[config.mk]
export PLATFORM = sky130hd
export DESIGN_NAME = epa_front
export DESIGN_NICKNAME = d
export VERILOG_FILES = /design/src/rtl/core/epa_pkg.sv /design/src/rtl/core/epa_front.sv
export SDC_FILE = /design/constraint.sdc
export NUM_CORES = 1
export LEC_CHECK = 0
export ABC_AREA = 1
export BUFFER_PORTS_ARGS = -buffer_cell sky130_fd_sc_hd__buf_2
export CORE_ASPECT_RATIO = 0.8
export CORE_MARGIN = 8
export CORE_UTILIZATION = 37
export DETAILED_ROUTE_END_ITERATION = 10
export PLACE_DENSITY = 0.82
export SLEW_MARGIN = 20
export SYNTH_ARGS = -nofsm -noshare
export SYNTH_HDL_FRONTEND = slang
export SYNTH_SLANG_ARGS = --single-unit
export TNS_END_PERCENT = 100
[constraint.sdc]
create_clock -name vclk -period 1.4
set_clock_uncertainty 0.1 [all_clocks]
set_input_delay 0.07 -clock vclk [all_inputs]
set_output_delay 0.07 -clock vclk [all_outputs]
set_load 0.02 [all_outputs]
[src/rtl/core/epa_pkg.sv]
// ----------------------------------------------------------------------------
// epa_pkg
// Shared types and constants of the ensemble point accumulator: field widths,
// action and sample format codes, register addresses and the records that
// move between the front end, the command queue and the back end.
// ----------------------------------------------------------------------------
package epa_pkg;

  // Defaults and fixed field widths
  localparam int unsigned POINTS_DEFAULT = 1024;
  localparam int unsigned QUEUE_DEPTH    = 4;
  localparam int unsigned PT_W           = 10;
  localparam int unsigned RAW_W          = 32;
  localparam int unsigned VAL_W          = 32;
  localparam int unsigned SUM_W          = 48;
  localparam int unsigned SQ_W           = 64;
  localparam int unsigned CNT_W          = 16;
  localparam int unsigned IN_DATA_W      = 48;
  localparam int unsigned IN_USER_W      = 4;
  localparam int unsigned OUT_DATA_W     = 192;
  localparam int unsigned APB_AW         = 4;

  // Saturation limits of the running sum
  localparam logic signed [SUM_W-1:0] SUM_MAX = {1'b0, {(SUM_W-1){1'b1}}};
  localparam logic signed [SUM_W-1:0] SUM_MIN = {1'b1, {(SUM_W-1){1'b0}}};

  // Item actions; code 3 is unused and dropped
  typedef logic [1:0] action_t;
  localparam action_t ACT_ACCUM = 2'd0;
  localparam action_t ACT_COUNT = 2'd1;
  localparam action_t ACT_READ  = 2'd2;

  // Sample formats
  typedef enum logic [1:0] {
    ST_INT32 = 2'd0,
    ST_INT16 = 2'd1,
    ST_SBYTE = 2'd2,
    ST_UBYTE = 2'd3
  } sample_type_e;

  // Register byte addresses
  localparam logic [APB_AW-1:0] ADDR_SAMPLE_TYPE   = 4'h0;
  localparam logic [APB_AW-1:0] ADDR_MISSING_CHECK = 4'h4;
  localparam logic [APB_AW-1:0] ADDR_MISSING_VALUE = 4'h8;

  // Configuration seen by the front end
  typedef struct packed {
    sample_type_e             sample_type;
    logic                     missing_check;
    logic signed [VAL_W-1:0]  missing_value;
  } cfg_t;

  // Classified item, as queued between front and back
  typedef struct packed {
    action_t                  action;
    logic [PT_W-1:0]          point;
    logic                     ensemble;
    logic                     first_member;
    logic                     in_range;
    logic                     missing;
    logic signed [VAL_W-1:0]  value;
    logic [VAL_W-1:0]         mag;
  } cmd_t;

  // One stored point record
  typedef struct packed {
    logic                     missing;
    logic signed [VAL_W-1:0]  max_v;
    logic signed [VAL_W-1:0]  min_v;
    logic [SQ_W-1:0]          sumsq;
    logic signed [SUM_W-1:0]  sum;
  } rec_t;

  // Queue fill status
  typedef struct packed {
    logic full;
    logic empty;
  } q_status_t;

endpackage

[src/rtl/core/epa_front.sv]
// ----------------------------------------------------------------------------
// epa_front
// Input side: takes item transfers, reads the raw sample at the configured
// format, checks it against the missing value and the point range, and
// pushes the classified item into the command queue.
// ----------------------------------------------------------------------------
module epa_front import epa_pkg::*; #(
  parameter int unsigned POINTS = POINTS_DEFAULT
) (
  input  logic                 s_axis_tvalid_i,
  output logic                 s_axis_tready_o,
  input  logic [IN_DATA_W-1:0] s_axis_tdata_i,  // point, sample_raw, zero pad
  input  logic [IN_USER_W-1:0] s_axis_tuser_i,  // action, ensemble, first_member
  input  cfg_t                 cfg_i,
  input  q_status_t            q_status_i,
  input  logic                 clearing_i,
  output logic                 push_o,
  output cmd_t                 cmd_o
);

  logic [PT_W-1:0]         point;
  logic [RAW_W-1:0]        raw;
  logic signed [VAL_W-1:0] value;

  assign point = s_axis_tdata_i[PT_W-1:0];
  assign raw   = s_axis_tdata_i[PT_W+RAW_W-1:PT_W];

  // Sample format decode
  always_comb begin
    unique case (cfg_i.sample_type)
      ST_INT32: value = raw;
      ST_INT16: value = {{16{raw[15]}}, raw[15:0]};
      ST_SBYTE: value = {{24{raw[7]}}, raw[7:0]};
      ST_UBYTE: value = {24'd0, raw[7:0]};
      default:  value = raw;
    endcase
  end

  // Classification
  always_comb begin
    cmd_o.action       = s_axis_tuser_i[1:0];
    cmd_o.ensemble     = s_axis_tuser_i[2];
    cmd_o.first_member = s_axis_tuser_i[3];
    cmd_o.point        = point;
    cmd_o.in_range     = (32'(point) < 32'(POINTS));
    cmd_o.missing      = cfg_i.missing_check && (value == cfg_i.missing_value);
    cmd_o.value        = value;
    cmd_o.mag          = value[VAL_W-1] ? (~value + 1'b1) : value;
  end

  // Handshake: held off while the store is being cleared
  assign s_axis_tready_o = !q_status_i.full && !clearing_i;
  assign push_o          = s_axis_tvalid_i && s_axis_tready_o;

endmodule

==> After elaboration in Yosys (flattened, before gate mapping) <==
Cells that the tools add are included.
{ "totals": {"elab_cells": 14, "regBits": 0, "out_inout_bits": 82, "in_bits": 91} }
{ "op_classes": {"n_eq_ne": 4, "addsub": 1, "reduce_logical": 6, "bitwise_logic": 1, "muxes": 2} }
{ "op_table": {"columns": ["cell", "n"], "rows": [
  ["$pmux 32 s4", 1],
  ["$add 32x1->32 const B", 1],
  ["$eq 32x32->1", 1],
  ["$mux 32", 1],
  ["$not 32->32", 1],
  ["$eq 2x2->1 const B", 2],
  ["$logic_and 1x1->1", 3],
  ["$eq 2x1->1 const B", 1],
  ["$logic_not 1->1", 2],
  ["$logic_not 2->1", 1]
]} }

==> Longest topological paths before layout <==
{ "logic_depth": {"depth_word": 5, "depth_mapped": 13, "depth_no_buf": 13} }

==> Worst setup path after synthesis <==
No wires, ideal clock.
{ "synth_timing": {"path_type": "input-to-output", "start": "input port cfg_i[34] (netlist bit)", "end": "output port cmd_o[64] (netlist bit)", "t_arrival_ns": 1.484, "stages": 12, "slack_ns": -0.254, "required_time_ns": 1.230, "n_path_buf": 1, "cell_sequence": "inv_2 -> nand3_4 -> nand2_1 -> inv_2 -> buf_6 -> nand2_1 -> o21ai_0 -> nor2_1 -> nand2_1 -> nor2_1 -> nand2_1 -> nor2_1"} }
{ "synth_rtl": {"columns": ["element", "line_no", "text"], "rows": [
  ["start, declared", "epa_front.sv:14", "input cfg_t cfg_i,"],
  ["end, declared", "epa_front.sv:18", "output cmd_t cmd_o"]
]} }

==> metrics.txt <==
status complete, but fails checks; failing checks setup timing; crit path time final 1916 ps; Row Count 24; GRT Total Usage 31.03%; die height 82.18 um; Layout Nets around 700; dpl ws -410.6 ps; synth unique cells 32; syn avg cell area 5.207 um^2; filler instances 258; pin count of the biggest net entering global routing 13; Setup-failing EPs final 32; Area after DPL 3303 um^2; drt initial violations 498; Area growth syn-to-layout 124.2%; Setup CP Type primary input to output pin; io pins about 170; Pwr Total between 2 and 3 mW; die span in x slightly below 100 um; clock buffer count 0; Pwr per Cell Area 555.5 nW/um^2; DR pass1 iterations 7; Antenna Nets Post-Route 0; syn_nets 481; area leader, netlist nand2_1; drc violations 0; # port buffers ~140; routed via count around 4,000; detailed-route wire length 15,650 um; CP Data Required Time 1230 ps; Hold Path Origin s_axis_tdata_i[3]; initial antenna violation count 0; Critical Path End Type output pin; global-route wire length before repair 20,020 um; multi-input gate area in the final layout 2327 um^2; Worst Setup Start Kind primary input; CP startpoint s_axis_tdata_i[11]; Mapped Cells 389; vias in the first global route 3,835; Achievable Freq 521.8 MHz; Final Instance Area 4541 um^2; Final Hold Viols 0; Reg area 0 um^2; GPL Wtd Cong slightly above 1; Arrival @ worst endpoint 1750 ps; synth top area cells nand2_1 (21%), xor2_1 (11%), nor2_1 (10%), buf_4 (10%), inv_1 (8.7%); grt ovf 0; layout cells sized above 1 67.62%; max_cap viols 0; DR vias/cell 6.054; WL/cell 23.65 um; synthesized cell area slightly above 2000 um^2; Final TNS setup -10,760 ps; die area 8113 um^2; final worst-path cycle share 136.9%; worst hold-check path type primary input to output pin; RSZ-0062 raised after global routing true; worst vdd ir 0.2907 mV; Hold Slack 40.01 ps; Detailed Place HPWL 8094 um; Lkg Pwr 2.478 nW; fin worst setup slack -516.3 ps; share of Yosys cell area claimed by the top area cell type 20.94%; sequential cell count 0; core area roughly 5400 um^2; Critical Path Fanout Max 3; yosys warns 0; Seq/Total Area, Yosys 0%; Starting Density ~38%; Max Slew Vio Count 0
[area by class of cell]
class	instances	area share, %
diodes	1	0.05511
inverters	57	5.539
repair inverters	1	0.3582
well taps	65	1.791
multi-input cells	298	51.25
repair buffers	240	41.00
[per-stage QoR]
step,utilization (%),cells
after detailed placement,61.45,635
final,84.47,662
after floorplan,-,389
after CTS,76.84,656
after global placement,61.45,635
after global routing,84.43,661
[logic make-up after synthesis]
group | count (synthesis) | share of synthesized area, %
AOI/OAI and AO/OA | 15 | 4.200
other | 1 | 0.1851
xor gates and xnor gates | 37 | 16.00
buffers and inverters | 91 | 23.59
adders and majority gates | 1 | 0.6176
and+or+nand+nor | 244 | 55.40
[placed cells by master (no fill, tap or decap), types with 3 or more instances in the layout]
cell type	Yosys	final
nand3_1	32	20
nand4_1	11	11
xnor2_1	12	7
nor2_2	5	14
xor2_1	25	19
nand2_2	9	37
o21ai_1	3	4
inv_1	47	33
buf_6	4	44
inv_2	8	17
nand2_1	113	62
xor2_2	0	6
buf_12	0	7
inv_6	0	3
buf_2	2	98
nand3_4	1	13
xnor2_2	0	4
buf_4	27	84
nand2_8	0	3
o21ai_0	7	4
nand2_4	0	20
nor2_1	56	23
nand3_2	9	9
nor2_4	1	25
buf_8	0	7
[Yosys cell counts (2+ instances only)]
library cell	n
buf_2	2
buf_4	27
buf_6	4
inv_1	47
inv_2	8
nand2_1	113
nand2_2	9
nand3_1	32
nand3_2	9
nand3b_1	2
nand4_1	11
nor2_1	56
nor2_2	5
o211ai_1	2
o21ai_0	7
o21ai_1	3
or2_1	2
xnor2_1	12
xor2_1	25
[power breakdown]
| group | internal [mW] | leakage, nW | switching (mW) |
|---|---|---|---|
| clock | 0.0000000965 | 0.00000634 | 0 |
| combinational | 1.06 | 2.48 | 1.46 |
| sequential | 0 | 0 | 0 |
[path summary, 6_finish.rpt]
check / to / cells past startpoint
hold / removal: cmd_o[71] / 0
setup / recovery: cmd_o[16] / 12
[per-layer routing]
metal	global-route usage [%]	vias to the layer above	wire length (um)
li1	-	1589	-
met1	34.75	1780	5284
met2	55.15	473	6740
met3	7.119	166	2216
met4	16.49	0	1411
met5	0	-	0
[timing repair]
action,CTS,global route
pin swaps,45,38
hold buffers,0,0
buffers inserted,19,8
resized for setup,184,102
cloned,2,0
endpoints found under the setup margin,34,34
[worst max-delay path, stage by stage]
cell and delay, ps:
buf_8 110, inv_8 70, ha_4 150, nand2_1 80, nor2_2 150, nand2_1 100
nor2_2 140, nand3b_1 190, o21ai_2 220, xor2_1 240, inv_1 90, buf_6 140
(Power assumes the default switching activity.)
