## config.mk

```make
export PLATFORM = sky130hd
export DESIGN_NAME = epa_queue
export DESIGN_NICKNAME = d
export VERILOG_FILES = /design/src/rtl/core/epa_pkg.sv /design/src/rtl/core/epa_queue.sv
export SDC_FILE = /design/constraint.sdc
export NUM_CORES = 1
export LEC_CHECK = 0
export ABC_AREA = 1
export BUFFER_PORTS_ARGS = -buffer_cell sky130_fd_sc_hd__buf_4
export CELL_PAD_IN_SITES_DETAIL_PLACEMENT = 1
export CELL_PAD_IN_SITES_GLOBAL_PLACEMENT = 2
export CORE_MARGIN = 10
export CORE_UTILIZATION = 25
export DETAILED_ROUTE_END_ITERATION = 10
export PLACE_DENSITY = 0.51
export SLEW_MARGIN = 20
export SYNTH_ARGS = -nofsm -noshare
export SYNTH_HDL_FRONTEND = slang
export SYNTH_SLANG_ARGS = --single-unit
export TNS_END_PERCENT = 30
```

## constraint.sdc

```tcl
create_clock -name clk_i -period 7.6 [get_ports clk_i]
set_input_delay 1.52 -clock clk_i [delete_from_list [all_inputs] [get_ports clk_i]]
set_output_delay 1.52 -clock clk_i [all_outputs]
set_load 0.05 [all_outputs]
```

## src/rtl/core/epa_pkg.sv

```systemverilog
// ----------------------------------------------------------------------------
// epa_pkg
// Shared types and constants of the ensemble point accumulator: field widths,
// action and sample format codes, register addresses and the records that
// move between the front end, the command queue and the back end.
// ----------------------------------------------------------------------------
package epa_pkg;

  // Defaults and fixed field widths
  localparam int unsigned POINTS_DEFAULT = 1024;
  localparam int unsigned QUEUE_DEPTH    = 4;
  localparam int unsigned PT_W           = 10;
  localparam int unsigned RAW_W          = 32;
  localparam int unsigned VAL_W          = 32;
  localparam int unsigned SUM_W          = 48;
  localparam int unsigned SQ_W           = 64;
  localparam int unsigned CNT_W          = 16;
  localparam int unsigned IN_DATA_W      = 48;
  localparam int unsigned IN_USER_W      = 4;
  localparam int unsigned OUT_DATA_W     = 192;
  localparam int unsigned APB_AW         = 4;

  // Saturation limits of the running sum
  localparam logic signed [SUM_W-1:0] SUM_MAX = {1'b0, {(SUM_W-1){1'b1}}};
  localparam logic signed [SUM_W-1:0] SUM_MIN = {1'b1, {(SUM_W-1){1'b0}}};

  // Item actions; code 3 is unused and dropped
  typedef logic [1:0] action_t;
  localparam action_t ACT_ACCUM = 2'd0;
  localparam action_t ACT_COUNT = 2'd1;
  localparam action_t ACT_READ  = 2'd2;

  // Sample formats
  typedef enum logic [1:0] {
    ST_INT32 = 2'd0,
    ST_INT16 = 2'd1,
    ST_SBYTE = 2'd2,
    ST_UBYTE = 2'd3
  } sample_type_e;

  // Register byte addresses
  localparam logic [APB_AW-1:0] ADDR_SAMPLE_TYPE   = 4'h0;
  localparam logic [APB_AW-1:0] ADDR_MISSING_CHECK = 4'h4;
  localparam logic [APB_AW-1:0] ADDR_MISSING_VALUE = 4'h8;

  // Configuration seen by the front end
  typedef struct packed {
    sample_type_e             sample_type;
    logic                     missing_check;
    logic signed [VAL_W-1:0]  missing_value;
  } cfg_t;

  // Classified item, as queued between front and back
  typedef struct packed {
    action_t                  action;
    logic [PT_W-1:0]          point;
    logic                     ensemble;
    logic                     first_member;
    logic                     in_range;
    logic                     missing;
    logic signed [VAL_W-1:0]  value;
    logic [VAL_W-1:0]         mag;
  } cmd_t;

  // One stored point record
  typedef struct packed {
    logic                     missing;
    logic signed [VAL_W-1:0]  max_v;
    logic signed [VAL_W-1:0]  min_v;
    logic [SQ_W-1:0]          sumsq;
    logic signed [SUM_W-1:0]  sum;
  } rec_t;

  // Queue fill status
  typedef struct packed {
    logic full;
    logic empty;
  } q_status_t;

endpackage

```

## src/rtl/core/epa_queue.sv

```systemverilog
// ----------------------------------------------------------------------------
// epa_queue
// Short command queue between the front end and the back end, so that
// either side can stall without holding up the other.
// ----------------------------------------------------------------------------
module epa_queue import epa_pkg::*; #(
  parameter int unsigned DEPTH = QUEUE_DEPTH
) (
  input  logic      clk_i,
  input  logic      rst_ni,
  input  logic      push_i,
  input  cmd_t      cmd_i,
  input  logic      pop_i,
  output cmd_t      head_o,
  output q_status_t status_o
);

  localparam int unsigned PW = $clog2(DEPTH);
  localparam int unsigned CW = $clog2(DEPTH + 1);

  cmd_t          entry_q [DEPTH];
  logic [PW-1:0] wr_q, wr_d;
  logic [PW-1:0] rd_q, rd_d;
  logic [CW-1:0] cnt_q, cnt_d;

  // Pointer and fill count update
  always_comb begin
    wr_d  = wr_q;
    rd_d  = rd_q;
    cnt_d = cnt_q;
    if (push_i) begin
      wr_d = (wr_q == PW'(DEPTH - 1)) ? '0 : wr_q + 1'b1;
    end
    if (pop_i) begin
      rd_d = (rd_q == PW'(DEPTH - 1)) ? '0 : rd_q + 1'b1;
    end
    if (push_i && !pop_i) begin
      cnt_d = cnt_q + 1'b1;
    end else if (pop_i && !push_i) begin
      cnt_d = cnt_q - 1'b1;
    end
  end

  always_ff @(posedge clk_i or negedge rst_ni) begin
    if (!rst_ni) begin
      wr_q  <= '0;
      rd_q  <= '0;
      cnt_q <= '0;
    end else begin
      wr_q  <= wr_d;
      rd_q  <= rd_d;
      cnt_q <= cnt_d;
    end
  end

  always_ff @(posedge clk_i) begin
    if (push_i) begin
      entry_q[wr_q] <= cmd_i;
    end
  end

  assign head_o         = entry_q[rd_q];
  assign status_o.full  = (cnt_q == CW'(DEPTH));
  assign status_o.empty = (cnt_q == '0);

endmodule

```

# Word-level counts from Yosys, hierarchy flattened
# Memory sizes are Yosys's and may differ from the RTL's.
# Index checks and enable logic that the tools add are counted.
# W data, S select, Z words.
[totals] register_bits=7 mem_bits_rw=320 in_bits=84 output_inout_bits=82 wordCells=23 mem_count=1
[op_classes] n_addsub=4 n_eq_ne=3 n_mux=6 n_reduce_logical=6
[mem_list] name="entry_q" words=4 word_bits=80 rd=1 rd_clocked_by_memory_dff=0 wr=1 line="epa_queue.sv:21" source="cmd_t entry_q [DEPTH];"
[op_table] cell="$mux W3" n=2
[op_table] cell="$add A2 B1 Y2 const B" n=2
[op_table] cell="$eq A2 B2 Y1 const B" n=2
[op_table] cell="$mux W2" n=2
[op_table] cell="$add A3 B1 Y3 const B" n=1
[op_table] cell="$eq A3 B3 Y1 const B" n=1
[op_table] cell="$logic_not A3 Y1" n=1
[op_table] cell="$sub A3 B1 Y3 const B" n=1
[op_table] cell="$logic_and A1 B1 Y1" n=2
[op_table] cell="$logic_not A1 Y1" n=2
[op_table] cell="$mux W1" n=2
[op_table] cell="$reduce_bool A2 Y1" n=1

# Logic depth before layout (Yosys ltp)
# Gate-level depths: netlist of the first run.
[logic_depth] ltp_word=4 mapped_depth=9 depth_no_buf=9

# Least setup slack after synthesis of the first run
# Ideal clock, no wire load.
[synth_timing] path_type="input port to flip-flop" start="input push_i" end="memory entry_q[3][0] in the netlist's numbering (enable)" setup_ns=0.434 arrival_ns=3.112 path_slack_ns=4.054 cell_stages=2 cell_sequence="nand2_1 > inv_1"
[synth_via] elab_chain_cells=2
[synth_rtl] element="from (decl)" line="epa_queue.sv:11" source="input logic push_i,"
[synth_rtl] element="$mux W1" line="epa_queue.sv:57" source="if (push_i) begin"
[synth_rtl] element="$mux W1 (implied by the code)" line="epa_queue.sv:58" source="entry_q[wr_q] <= cmd_i;"
[synth_rtl] element="to (decl)" line="epa_queue.sv:21"
# Every way passes these cells.

==> results of run 1 <==
==> cells in the mapped netlist <==
library cell / count
nand3_1: 1
edfxtp_1: 320
nand2_1: 255
fa_1: 1
clkbuf_1: 8
nand4_1: 1
nor2_1: 2
o21ai_0: 4
buf_4: 5
dfrtp_1: 7
inv_2: 2
nor3_1: 2
buf_2: 24
o211ai_1: 160
ha_1: 6
buf_6: 15
xnor2_1: 1
inv_1: 171
==> path summary, 6_finish.rpt <==
kind | from | end | cells past startpoint
max | rd_q[0] | head_o[57] | 6
min | cnt_q[2] | cnt_q[2] | 2
max reg2reg | wr_q[0] | entry_q[2][18] | 5
min reg2reg | cnt_q[2] | cnt_q[2] | 2
max in group asynchronous | rst_ni | rd_q[1] | 1
min in group asynchronous | rst_ni | cnt_q[2] | 1
==> report_power, final <==
group / internal (W) / switching (W)
registers: 0.00232 / 0.000107
logic: 0.000716 / 0.00212
clock network: 0.00103 / 0.000729
==> logic make-up (layout without fill, tap and decap cells) <==
group | Yosys count | count (layout) | share of synthesized area [%]
adders and majority gates | 7 | 7 | 0.726
AOI/OAI and AO/OA | 164 | 164 | 9.32
DFF | 327 | 327 | 74.7
buffers and inverters | 225 | 416 | 7.68
and+or+nand+nor | 261 | 261 | 7.53
xor gates and xnor gates | 1 | 1 | 0.0669
==> flip-flops by register name (all words and copies together), names as in the netlist <==
register / cells
cnt_q: 3
entry_q: 320
rd_q: 2
wr_q: 2
==> cell type report <==
| type | instances | share of cell area, % |
|---|---|---|
| multi-input combinational | 433 | 14.3 |
| clock buffer | 56 | 6.96 |
| clock inverter | 16 | 0.590 |
| tap | 680 | 5.28 |
| inverter | 173 | 4.19 |
| timing repair buffer | 171 | 7.96 |
| sequential | 327 | 60.7 |
==> per-layer routing <==
| layer | part of all wire, % | wire length, um | vias up |
|---|---|---|---|
| met1 | 43 | 14200 | 3834 |
| met3 | 5.0 | 1640 | 59 |
| met5 | 0.17 | 57 | - |
| met2 | 50 | 16500 | 121 |
| li1 | - | - | 3770 |
| met4 | 2.0 | 666 | 8 |
==> worst max-delay path: stages (launching register included) <==
cell      delay (ps)
dfrtp_1          450
inv_8            710
buf_4            680
nand2_1          110
o211ai_1         120
nand2_1          180
buf_4            230
==> metrics by stage <==
step	cell area (um2)	std cells	hold WS [ps]	power, W
detailed placement	14900	1784	506	0.00540
CTS	16100	1856	523	0.00720
finish	16100	1856	522	0.00702
global route	16100	1856	563	0.00744
floorplan	13100	985	463	0.00447
global placement	14900	1784	488	0.00538
==> flow_metrics.tcl, run 1 <==
set metrics [dict create \
    port_buffers 165 \
    synth-seq-area-share_pct 74.7 \
    skew_ps 11.8 \
    hpwlAfterDp_um 18600 \
    vias 7792 \
    grt_use_met3_pct 2.94 \
    grt_usage_pct 10.5 \
    drc 0 \
    ir_worst_vdd_v 0.000190 \
    synthesis.area_um2 13100 \
    tightest_slew_ps 1010 \
    worstSkewPairLatency_ps 560 \
    seqCellArea_um2 9790 \
    fillers 5488 \
    yosysWarnings 0 \
    detail-route-antenna-nets 0 \
    slew_viol_final 0 \
    dieArea_um2 62000 \
    fin_crit_ps 4680 \
    required_ps 6080 \
    io_pins 166 \
    drt-total-wl_um 33000 \
    routedWlPerCell_um 17.8 \
    synth_top_area_share_pct 73.3 \
    cp.arrival_ps 3160 \
    grt_max_degree 187 \
    path_class "register to output pin" \
    place.gp.congestion 0.666 \
    final_hold_viol_count 0 \
    rows 83 \
    status "finished clean" \
    dr.pass1.iters 5 \
    rsz0062_at_grt "no" \
    diodes 0 \
    htree_levels 2 \
    grt_overflow 0 \
    use_met2_pct 18.3 \
    drt_iter0_drc 306 \
    fmax_ghz 0.214 \
    cts_tree "built" \
    final_core_util_pct 31.2 \
    powerDensity_nw_per_um2 435 \
    cp-end-kind "output pin" \
    fin_setup_tns_ps 0 \
    fin_ws_ps 2920 \
    synth_area_leaders "edfxtp_1, o211ai_1, nand2_1" \
    clockBufferDepth 3 \
    avgSynthCellArea_um2 13.3 \
    cp_max_fo 186 \
    die_height_um 249 \
    min_path_type "register to register" \
    antenna_found_initial 4 \
    root_buffer "clkbuf_16" \
    clkTransAtPathRegs_ps 50 \
    viasPerCell 4.20 \
    layout-drive-gt1-share_pct 19.6 \
    numCtsBuffers 41 \
    cts.sinks 327 \
    netlist_instances 985 \
    cts_resized 0 \
    core_um2 51600 \
    finalNetCount 1238 \
    ys_ff_latch 327 \
    layout_common_cells "edfxtp_1, nand2_1, buf_4" \
    synth_fp_nets 1076 \
    dp_slack_ps 3470 \
    start_util_pct 25.4 \
    holdBufCountCts 0 \
    worst_setup_path_start_kind "register" \
    gr-usage-met1_pct 12.1 \
    synth_top_area_cell "edfxtp_1" \
    grt_pass1_wl_um 50500 \
    die_x_um 249 \
    setup_viol 0 \
    grt_pass1_vias 8369 \
    p_leak_nw 6.35 \
    relSlewSlack_pct 33.0 \
    maxCapViolCount 0 \
    area_growth_pct 23.1 \
    r2r_slack_ps 5240 \
    final_common_cell "edfxtp_1" \
    finalCritPeriodShare_pct 61.6 \
    synth_cell_types 18 \
    multi_input_area_um2 2310 \
    grt.busiest_layer "met2" \
    cts_setup_buffers 0 \
]
No activity file was read; power rests on OpenSTA's default activity.
==> inputs of run 2 (changes only) <==
- clock period: 7.6 -> 4.7 ns (I/O delays scaled with it)
==> flow_metrics.tcl, run 2 (same netlist as run 1, synthesis figures left out) <==
set metrics [dict create \
    status "finished clean" \
    clkTransAtPathRegs_ps 60 \
    regMostFlops "entry_q" \
    worstSkewPairLatency_ps 550 \
    gr-usage-met1_pct 12.6 \
    detail-route-antenna-nets 0 \
    clockPowerShare_pct 25.0 \
    grt.busiest_layer "met2" \
    worst_setup_path_start_kind "register" \
    core_um2 51600 \
    cp-end-kind "output pin" \
    finalNetCount 1243 \
    clockBufferDepth 3 \
    path_class "register to output pin" \
    cp.arrival_ps 2650 \
    final_common_cell "edfxtp_1" \
    area_growth_pct 23.8 \
    htree_levels 2 \
    holdBufCountCts 0 \
    cts_tree "built" \
    relSlewSlack_pct 42.5 \
    viasPerCell 4.15 \
    required_ps 3760 \
    ir_worst_vdd_v 0.000320 \
    dr.pass1.iters 4 \
    p_int_w 0.00663 \
    antenna_found_initial 3 \
    p_leak_nw 6.39 \
    hpwlAfterDp_um 19500 \
    grt_usage_pct 10.6 \
    drc 0 \
    grt_pass1_vias 8219 \
    grt_overflow 0 \
    use_met2_pct 18.0 \
    grt_max_degree 139 \
    min_path_type "primary input to async pin" \
    fin_crit_ps 3590 \
    combPwrFrac_pct 40.4 \
    largest_reg_flops 320 \
    cts.sinks 327 \
    port_buffers 165 \
    slew_viol_final 0 \
    die_x_um 249 \
    rows 83 \
    root_buffer "clkbuf_16" \
    fillers 5491 \
    routedWlPerCell_um 17.9 \
    grt_use_met3_pct 3.11 \
    reg_top3 "entry_q: 320 flops, cnt_q: 3 flops" \
    numCtsBuffers 40 \
    start_util_pct 25.4 \
    io_pins 166 \
    maxCapViolCount 0 \
    rsz0062_at_grt "no" \
    skew_ps 24.9 \
    powerDensity_nw_per_um2 702 \
    drt-total-wl_um 33400 \
    switching_share_pct 41.8 \
    seqCellArea_um2 9790 \
    cp_max_fo 50 \
    layout-drive-gt1-share_pct 20.1 \
    finalCritPeriodShare_pct 76.4 \
    place.gp.congestion 0.684 \
    p_switching_w 0.00476 \
    tightest_slew_ps 862 \
    setup_viol 0 \
    cts_resized 0 \
    dieArea_um2 62000 \
    seq_power_share_pct 34.6 \
    final_hold_viol_count 0 \
    layout_common_cells "edfxtp_1, nand2_1, buf_4" \
    multi_input_area_um2 2310 \
    fin_setup_tns_ps 0 \
    grt_pass1_wl_um 50700 \
    diodes 0 \
    die_height_um 249 \
    r2r_slack_ps 2740 \
    vias 7730 \
    fmax_ghz 0.278 \
    cts_setup_buffers 0 \
    timing.hold.ws_ps 195 \
    drt_iter0_drc 288 \
]
[run 2: changes by cell type in the layout (fill, tap and decap cells not counted), moves of 2 or more]
| cell | change |
|---|---|
| clkbuf_1 | +2 |
| buf_12 | +5 |
| clkinv_8 | -2 |
| clkinv_1 | -3 |
| inv_4 | +3 |
| clkbuf_8 | -2 |
| inv_6 | -2 |
[run 2: layout make-up]
class	count	share of cell area (%)
clock buffer	56	6.79
clock inverter	16	0.686
inverter	173	4.12
multi-input combinational	433	14.2
sequential	327	60.3
tap	680	5.24
timing repair buffer	177	8.58
[run 2: path summary, 6_finish.rpt]
path	start	endpoint	depth (start not counted)
setup reg to reg	wr_q[0]	entry_q[0][23]	5
hold / removal	rst_ni	cnt_q[1]	1
max in group asynchronous	rst_ni	rd_q[1]	1
hold reg to reg	cnt_q[2]	cnt_q[2]	2
min in group clk_i	cnt_q[2]	cnt_q[2]	2
setup / recovery	rd_q[1]	head_o[62]	5
[run 2: power groups by stage]
stage                     logic (W)  clock network (W)  registers, W
final                       0.00460            0.00285       0.00394
after global routing        0.00502            0.00309       0.00399
after CTS                   0.00477            0.00297       0.00395
after detailed placement    0.00477                  0       0.00401
after global placement      0.00475                  0       0.00400
after floorplan             0.00331                  0       0.00392
[run 2: worst max-delay path, stage by stage, from the launching register on]
cell	delay [ps]
dfrtp_4	750
clkinv_2	120
buf_4	570
o211ai_1	200
nand2_1	180
buf_4	230
[run 2: metal layers]
layer / part of all wire [%] / wire length, um
met5: 0.11 / 36
met4: 1.8 / 617
met3: 5.0 / 1670
met2: 50 / 16600
met1: 43 / 14500
[run 2: stage by stage]
step | cells | total power (W) | instance area [um2] | worst slack (ps) | utilization [%]
final | 1862 | 0.0114 | 16200 | 1110 | 31.4
after global routing | 1862 | 0.0121 | 16200 | 917 | 31.4
after CTS | 1862 | 0.0117 | 16200 | 981 | 31.4
after detailed placement | 1790 | 0.00877 | 15000 | 1590 | 29.1
after global placement | 1790 | 0.00875 | 15000 | 1570 | 29.1
after floorplan | 985 | 0.00722 | 13100 | 1730 | -
==> inputs of run 3 (changes only) <==
- PLACE_DENSITY: 0.51 -> 0.53
- clock period: 4.7 -> 3 ns (I/O delays scaled with it)
==> flow_metrics.tcl, run 3 (same netlist as run 1, synthesis figures left out) <==
set metrics [dict create \
    finalNetCount 1253 \
    dieArea_um2 62000 \
    layout_common_cells "edfxtp_1, nand2_1, buf_4" \
    vias 7833 \
    relSlewSlack_pct 59.1 \
    maxCapViolCount 0 \
    path_class "register to output pin" \
    slew_viol_final 0 \
    die_height_um 249 \
    die_x_um 249 \
    cp-end-kind "output pin" \
    ir_worst_vdd_v 0.000589 \
    regMostFlops "entry_q" \
    numCtsBuffers 40 \
    root_buffer "clkbuf_16" \
    htree_levels 2 \
    setup_viol 0 \
    clkTransAtPathRegs_ps 60 \
    viasPerCell 4.19 \
    fin_setup_tns_ps 0 \
    powerDensity_nw_per_um2 1100 \
    layout-drive-gt1-share_pct 20.7 \
    drc 0 \
    cts.sinks 327 \
    largest_reg_flops 320 \
    port_buffers 165 \
    final_hold_viol_count 0 \
    grt_pass1_vias 8140 \
    min_path_type "primary input to register" \
    grt_pass1_wl_um 49800 \
    finalPower_w 0.0179 \
    status "finished clean" \
    place.gp.congestion 0.684 \
    rows 83 \
    worst_setup_path_start_kind "register" \
    drt-total-wl_um 33100 \
    cts_tree "built" \
    core_um2 51600 \
    dr.pass1.iters 4 \
    fin_ws_ps 249 \
    cts_setup_buffers 0 \
    tightest_slew_ps 614 \
    grt_usage_pct 10.4 \
    routedWlPerCell_um 17.7 \
    drt_iter0_drc 371 \
    cp.arrival_ps 2150 \
    hpwlAfterDp_um 20300 \
    start_util_pct 25.4 \
    detail-route-antenna-nets 0 \
    worstSkewPairLatency_ps 550 \
    grt_overflow 0 \
    r2r_slack_ps 1130 \
    fin_crit_ps 2750 \
    dp_slack_ps 808 \
    rsz0062_at_grt "no" \
    area_growth_pct 25.0 \
    io_pins 166 \
    final_common_cell "edfxtp_1" \
    diodes 0 \
    cp_max_fo 87 \
    required_ps 2400 \
    reg_top3 "entry_q: 320 flops, cnt_q: 3 flops" \
    clockBufferDepth 3 \
    finalCritPeriodShare_pct 91.7 \
    fmax_ghz 0.363 \
    skew_ps 12.1 \
    grt_max_degree 101 \
    antenna_found_initial 1 \
    p_leak_nw 6.47 \
]
==> run 3: path summary, 6_finish.rpt <==
kind | start | to | cells past startpoint
worst max-delay path | rd_q[0] | head_o[29] | 6
worst min-delay path | cmd_i[69] | entry_q[2][69] | 1
max in group asynchronous | rst_ni | rd_q[1] | 2
worst max register to register | wr_q[0] | entry_q[0][21] | 5
worst min register to register | cnt_q[2] | cnt_q[2] | 2
min in group asynchronous | rst_ni | rd_q[0] | 2
==> run 3: area by class of cell <==
cell class | instances | area [um2]
Fill cell | 5475 | 35200
Clock inverter | 20 | 133
Clock buffer | 51 | 1060
Multi-Input combinational cell | 433 | 2310
Sequential cell | 327 | 9790
Timing Repair Buffer | 187 | 1560
Inverter | 173 | 668
Tap cell | 680 | 851
==> run 3: worst max-delay path, cell delays in order (launching register included) <==
cell      delay (ps)
dfrtp_1          450
inv_8            180
buf_12           320
nand2_1          100
o211ai_1         180
nand2_1          100
buf_4            200
==> run 3: what timing repair did <==
| item | 4_1_cts | 5_1_grt |
|---|---|---|
| gates resized for setup | 0 | 0 |
| hold buffers | 1 | 0 |
| endpoints found under the hold margin | 7 | 0 |
==> run 3: metrics by stage <==
step	cell area (um2)	std cells	util, %	hold slack (ps)
global route	16400	1871	31.7	215
floorplan	13100	985	-	304
finish	16400	1871	31.7	249
global placement	15200	1799	29.4	431
detailed placement	15200	1799	29.4	431
CTS	16400	1871	31.7	206
==> run 3: power breakdown <==
group	leakage, nW	internal [W]	switching [W]
sequential	3.02	0.00585	0.000184
clock	0.585	0.00259	0.00184
combinational	2.86	0.00201	0.00545
total	6.47	0.0105	0.00747
==> run 3: routing by layer <==
| metal | track usage (%) | wire length (um) | share of wire, % |
|---|---|---|---|
| met1 | 12.7 | 14900 | 45 |
| met2 | 17.7 | 16100 | 49 |
| met3 | 2.63 | 1360 | 4.1 |
| met4 | 3.39 | 779 | 2.4 |
| met5 | 0 | 7 | 0.021 |
